### config.mk
export PLATFORM = sky130hd
export DESIGN_NAME = ubtb_ctrl
export DESIGN_NICKNAME = d
export VERILOG_FILES = /design/src/ubtb_pkg.sv /design/src/ubtb_ctrl.sv
export SDC_FILE = /design/constraint.sdc
export NUM_CORES = 1
export LEC_CHECK = 0
export BUFFER_PORTS_ARGS = -buffer_cell sky130_fd_sc_hd__buf_2
export CORE_AREA = 2 2 39 41
export DETAILED_ROUTE_END_ITERATION = 10
export DIE_AREA = 0 0 41 43
export GPL_TIMING_DRIVEN = 0
export PLACE_DENSITY_LB_ADDON = 0.1
export SLEW_MARGIN = 0
export SYNTH_ARGS = -nofsm -noshare
export SYNTH_HDL_FRONTEND = slang
export SYNTH_SLANG_ARGS = --single-unit
### constraint.sdc
create_clock -name clk -period 1.8 [get_ports clk]
set_input_delay 0.27 -clock clk [delete_from_list [all_inputs] [get_ports clk]]
set_output_delay 0.27 -clock clk [all_outputs]
set_load 0.05 [all_outputs]
### src/ubtb_pkg.sv
// ----------------------------------------------------------------------------
// ubtb_pkg
// Shared types and constants for the micro branch target buffer.
// ----------------------------------------------------------------------------
package ubtb_pkg;

  localparam int ENTRIES_DEF    = 32;
  localparam int ADDR_WIDTH_DEF = 48;

  localparam int CMD_W  = 2;
  localparam int SIZE_W = 4;
  localparam int KIND_W = 3;
  localparam int CONF_W = 2;

  localparam logic [CONF_W-1:0] CONF_ZERO = 2'd0;
  localparam logic [CONF_W-1:0] CONF_INIT = 2'd1;
  localparam logic [CONF_W-1:0] CONF_MAX  = 2'd2;

  typedef enum logic [CMD_W-1:0] {
    CMD_PREDICT = 2'd0,
    CMD_UPDATE  = 2'd1,
    CMD_COMMIT  = 2'd2
  } cmd_t;

  typedef enum logic [1:0] {
    ST_IDLE,
    ST_LOOK,
    ST_EXEC
  } state_t;

  // controller -> datapath
  typedef struct packed {
    logic              load;
    logic              look;
    logic              wr_entry;
    logic              wr_conf;
    logic [CONF_W-1:0] conf_val;
    logic              touch;
    logic              emit;
  } dp_ctrl_t;

  // datapath -> controller
  typedef struct packed {
    logic [CMD_W-1:0]  cmd;
    logic              hit;
    logic              guard_ok;
    logic              cpc_eq;
    logic              tgt_eq;
    logic [CONF_W-1:0] conf;
  } dp_stat_t;

endpackage

### src/ubtb_ctrl.sv
// ----------------------------------------------------------------------------
// ubtb_ctrl
// Sequencer: accept, lookup, execute. Decides writes, hysteresis and recency.
// ----------------------------------------------------------------------------
module ubtb_ctrl (
  input  logic              clk,
  input  logic              rst,
  input  logic              start,
  output logic              busy,
  input  ubtb_pkg::dp_stat_t stat,
  output ubtb_pkg::dp_ctrl_t ctl
);
  import ubtb_pkg::*;

  state_t            state;
  state_t            state_next;
  logic [CONF_W-1:0] conf_dec;

  always_ff @(posedge clk) begin
    if (rst) begin
      state <= ST_IDLE;
    end else begin
      state <= state_next;
    end
  end

  assign conf_dec = (stat.conf == CONF_ZERO) ? CONF_ZERO : stat.conf - CONF_W'(1);

  always_comb begin
    state_next = state;
    ctl        = '0;
    busy       = (state != ST_IDLE);
    unique case (state)
      ST_IDLE: begin
        if (start) begin
          ctl.load   = 1'b1;
          state_next = ST_LOOK;
        end
      end
      ST_LOOK: begin
        ctl.look   = 1'b1;
        state_next = ST_EXEC;
      end
      ST_EXEC: begin
        state_next = ST_IDLE;
        unique case (stat.cmd)
          CMD_PREDICT: begin
            ctl.emit  = 1'b1;
            ctl.touch = stat.hit;
          end
          CMD_UPDATE: begin
            if (stat.guard_ok) begin
              if (!stat.hit) begin
                ctl.wr_entry = 1'b1;
                ctl.conf_val = CONF_INIT;
                ctl.touch    = 1'b1;
              end else if (!stat.cpc_eq && !stat.tgt_eq) begin
                if (conf_dec == CONF_ZERO) begin
                  ctl.wr_entry = 1'b1;
                  ctl.conf_val = CONF_ZERO;
                  ctl.touch    = 1'b1;
                end else begin
                  ctl.wr_conf  = 1'b1;
                  ctl.conf_val = conf_dec;
                end
              end
            end
          end
          CMD_COMMIT: begin
            if (stat.hit && stat.cpc_eq && stat.tgt_eq) begin
              ctl.wr_conf  = 1'b1;
              ctl.conf_val = (stat.conf >= CONF_MAX) ? CONF_MAX : stat.conf + CONF_W'(1);
            end
          end
          default: ;
        endcase
      end
      default: state_next = ST_IDLE;
    endcase
  end

endmodule

==> load_flow_metrics.sql <==
INSERT INTO impl_metrics (metric_group, metric, value, unit) VALUES
('setup_path', 'crit_path_cell_trace', 'buf_2, inv_1, ha_1, and4bb_1, a31oi_1, nor3_2, buf_2', ''),
('logic_synthesis', 'synth.yosys.seq_area_share', '0.162', ''),
('global_routing', 'grt-ovfl-total', '0', ''),
('timing', 'final-setup-viol-count', '0', ''),
('detailed_routing', 'route.met3.wl', '33', 'µm'),
('logic_synthesis', 'yosys.cell_types.count', '18', ''),
('detailed_routing', 'drc', '0', ''),
('clocking', 'clk_pin_slew', '30', 'ps'),
('logic_synthesis', 'synth_enable_flop_cells', '0', ''),
('global_routing', 'antenna_found_initial', '0', ''),
('detailed_routing', 'final_antenna_net_count', '0', ''),
('floorplan', 'die_width', '41', 'µm'),
('clocking', 'ctsHtreeMaxLevel', '1', ''),
('logic_synthesis', 'syn_area', '246', 'µm²'),
('timing', 'worst_slew_pin_slew', '253', 'ps'),
('logic_synthesis', 'post_synth_inst_count', '34', ''),
('logic_synthesis', 'post_synthesis_adder_cell_area_fraction', '0.152', ''),
('power_and_ir_drop', 'report.power.total', '217', 'µW'),
('floorplan', 'std_cell_rows', '14', ''),
('floorplan', 'design.core.area', '0.00138', 'mm²'),
('logic_synthesis', 'register_bit_total_from_synthesis', '2', ''),
('placed_design', 'place.port_buffers', '19', ''),
('clocking', 'cts_made_buffers', '3', ''),
('setup_path', 'worstSetupEndpointType', 'output port', ''),
('logic_synthesis', 'synthesis.nets', '48', ''),
('global_routing', 'grt_max_degree', '6', ''),
('timing', 'grt_setup_unrepaired', 'no', ''),
('setup_path', 'rr_endpoint', 'state[0]', ''),
('floorplan', 'chipHeight', '43', 'µm'),
('setup_path', 'setup.reg_to_reg.worst_slack', '960', 'ps'),
('logic_synthesis', 'yosysMostFrequentCell', 'sky130_fd_sc_hd__nor2_1', ''),
('logic_synthesis', 'synth_ff_type', 'sky130_fd_sc_hd__dfxtp_1', ''),
('clocking', 'tritoncts_num_sinks', '2', ''),
('timing', 'final_max_slew_viol_count', '0', ''),
('logic_synthesis', 'synth.mux.area_fraction', '0', ''),
('floorplan', 'fp.dieArea', '0.00176', 'mm²'),
('clocking', 'tritoncts', 'yes', ''),
('setup_path', 'worstPathRequired', '1530', 'ps'),
('logic_synthesis', 'syn-mean-instance-area', '7.25', 'µm²'),
('setup_path', 'arrival', '1410', 'ps'),
('floorplan', 'num_io_pins', '20', ''),
('cells_and_area', 'syn2layout_area_growth', '58.4', '%'),
('global_routing', 'global_route_wire_length_before_repair', '1010', 'µm'),
('setup_path', 'crit_path_launch_type', 'input pin', ''),
('setup_path', 'crit_path_top_delay_cell', 'sky130_fd_sc_hd__buf_2', ''),
('clocking', 'cts_hold_repair.buffers', '0', ''),
('setup_path', 'critical-path-max-stage-delay', '280', 'ps'),
('timing', 'max_freq', '0.594', 'GHz'),
('outcome', 'run_status', 'complete, no violations', ''),
('setup_path', 'critical_path.n_buffers_inverters', '3', ''),
('logic_synthesis', 'yosys_warnings', '0', ''),
('clocking', 'post_cts_buffers', '0', ''),
('placed_design', 'gpl.final_weighted_congestion', '0.622', ''),
('power_and_ir_drop', 'static-leakage-power', '0.204', 'nW'),
('setup_path', 'critical_path.top_delay_family', 'buffers and inverters', ''),
('logic_synthesis', 'area_share_of_and_or_nand_nor_cells_after_synthesis', '0.472', ''),
('logic_synthesis', 'synth_xor_xnor_area_share', '0', ''),
('detailed_routing', 'detail_route.wirelength.met1', '290', 'µm'),
('timing', 'min_period', '1680', 'ps'),
('timing', 'hold_violations', '0', ''),
('logic_synthesis', 'synth_compound_area_frac', '0.122', ''),
('cells_and_area', 'max_flop_register', 'state', ''),
('timing', 'setup_tns', '0', 'ps'),
('detailed_routing', 'drt-wirelength-per-cell', '8.86', 'µm'),
('clocking', 'post_cts.resized_instances', '0', ''),
('setup_path', 'r2r_start', 'state[1]', ''),
('setup_path', 'worstRegToRegCells', '2', ''),
('hold_path', 'hold_class', 'in -> reg', ''),
('cells_and_area', 'largest_reg_flops', '2', ''),
('power_and_ir_drop', 'power_density', '557', 'mW/mm²'),
('clocking', 'clock_latency_reported_for_the_late_side_of_the_worst_skew_pair', '230', 'ps');
## power breakdown
part / switching (mW) / leakage [nW] / internal, mW
Combinational: 0.0433 / 0.174 / 0.0243
Clock: 0.0275 / 0.0138 / 0.0737
Sequential: 0.00149 / 0.0164 / 0.0470
Total: 0.0723 / 0.204 / 0.145
## how the worst min path moves through the flow
stage               startpoint        to  cells after the start
floorplan                  rst  state[1]                      1
global placement           rst  state[1]                      2
detailed placement         rst  state[1]                      2
CTS                        rst  state[1]                      2
global route               rst  state[1]                      2
finish                     rst  state[1]                      2
## kinds of logic (layout without fill, tap and decap cells)
| kind of cell | after synthesis | in the layout |
|---|---|---|
| buffers and inverters | 5 | 27 |
| AO/OA/AOI/OAI | 5 | 5 |
| flip-flops | 2 | 2 |
| adder cells (fa/ha/maj) | 3 | 3 |
| AND/OR/NAND/NOR | 19 | 19 |
## through the flow
step / setup slack, ps / utilization
floorplan: 54.5 / -
global placement: 105 / 0.266
detailed placement: 107 / 0.266
CTS: 108 / 0.282
global route: 40.7 / 0.282
finish: 118 / 0.282
## layer usage
metal,track usage,up-vias
met5,0,-
met4,0.100,0
met3,0.0314,0
li1,-,162
met2,0.122,9
met1,0.102,129
## layout by cell type (no fill, tap or decap)
master,instances
sky130_fd_sc_hd__o31ai_1,1
sky130_fd_sc_hd__buf_4,1
sky130_fd_sc_hd__nor2b_1,2
sky130_fd_sc_hd__nand3_1,1
sky130_fd_sc_hd__and4_2,1
sky130_fd_sc_hd__nor3_2,1
sky130_fd_sc_hd__or2_2,1
sky130_fd_sc_hd__nor3_1,1
sky130_fd_sc_hd__ha_1,3
sky130_fd_sc_hd__buf_2,19
sky130_fd_sc_hd__nand3b_1,3
sky130_fd_sc_hd__a31oi_2,1
sky130_fd_sc_hd__dfxtp_1,2
sky130_fd_sc_hd__nor2_1,5
sky130_fd_sc_hd__a31oi_1,1
sky130_fd_sc_hd__nand2_1,2
sky130_fd_sc_hd__nand2b_1,1
sky130_fd_sc_hd__and4bb_1,1
sky130_fd_sc_hd__a21oi_1,2
sky130_fd_sc_hd__clkbuf_4,3
sky130_fd_sc_hd__inv_1,4
## layout make-up
class | count | area, µm²
Sequential cell | 2 | 40.0
Tap cell | 16 | 20.0
Multi-Input combinational cell | 27 | 190
Clock buffer | 3 | 22.5
Fill cell | 154 | 993
Inverter | 4 | 15.0
Timing Repair Buffer | 19 | 95.1
Buffer | 1 | 7.51
No activity file was read; power rests on OpenSTA's default activity.
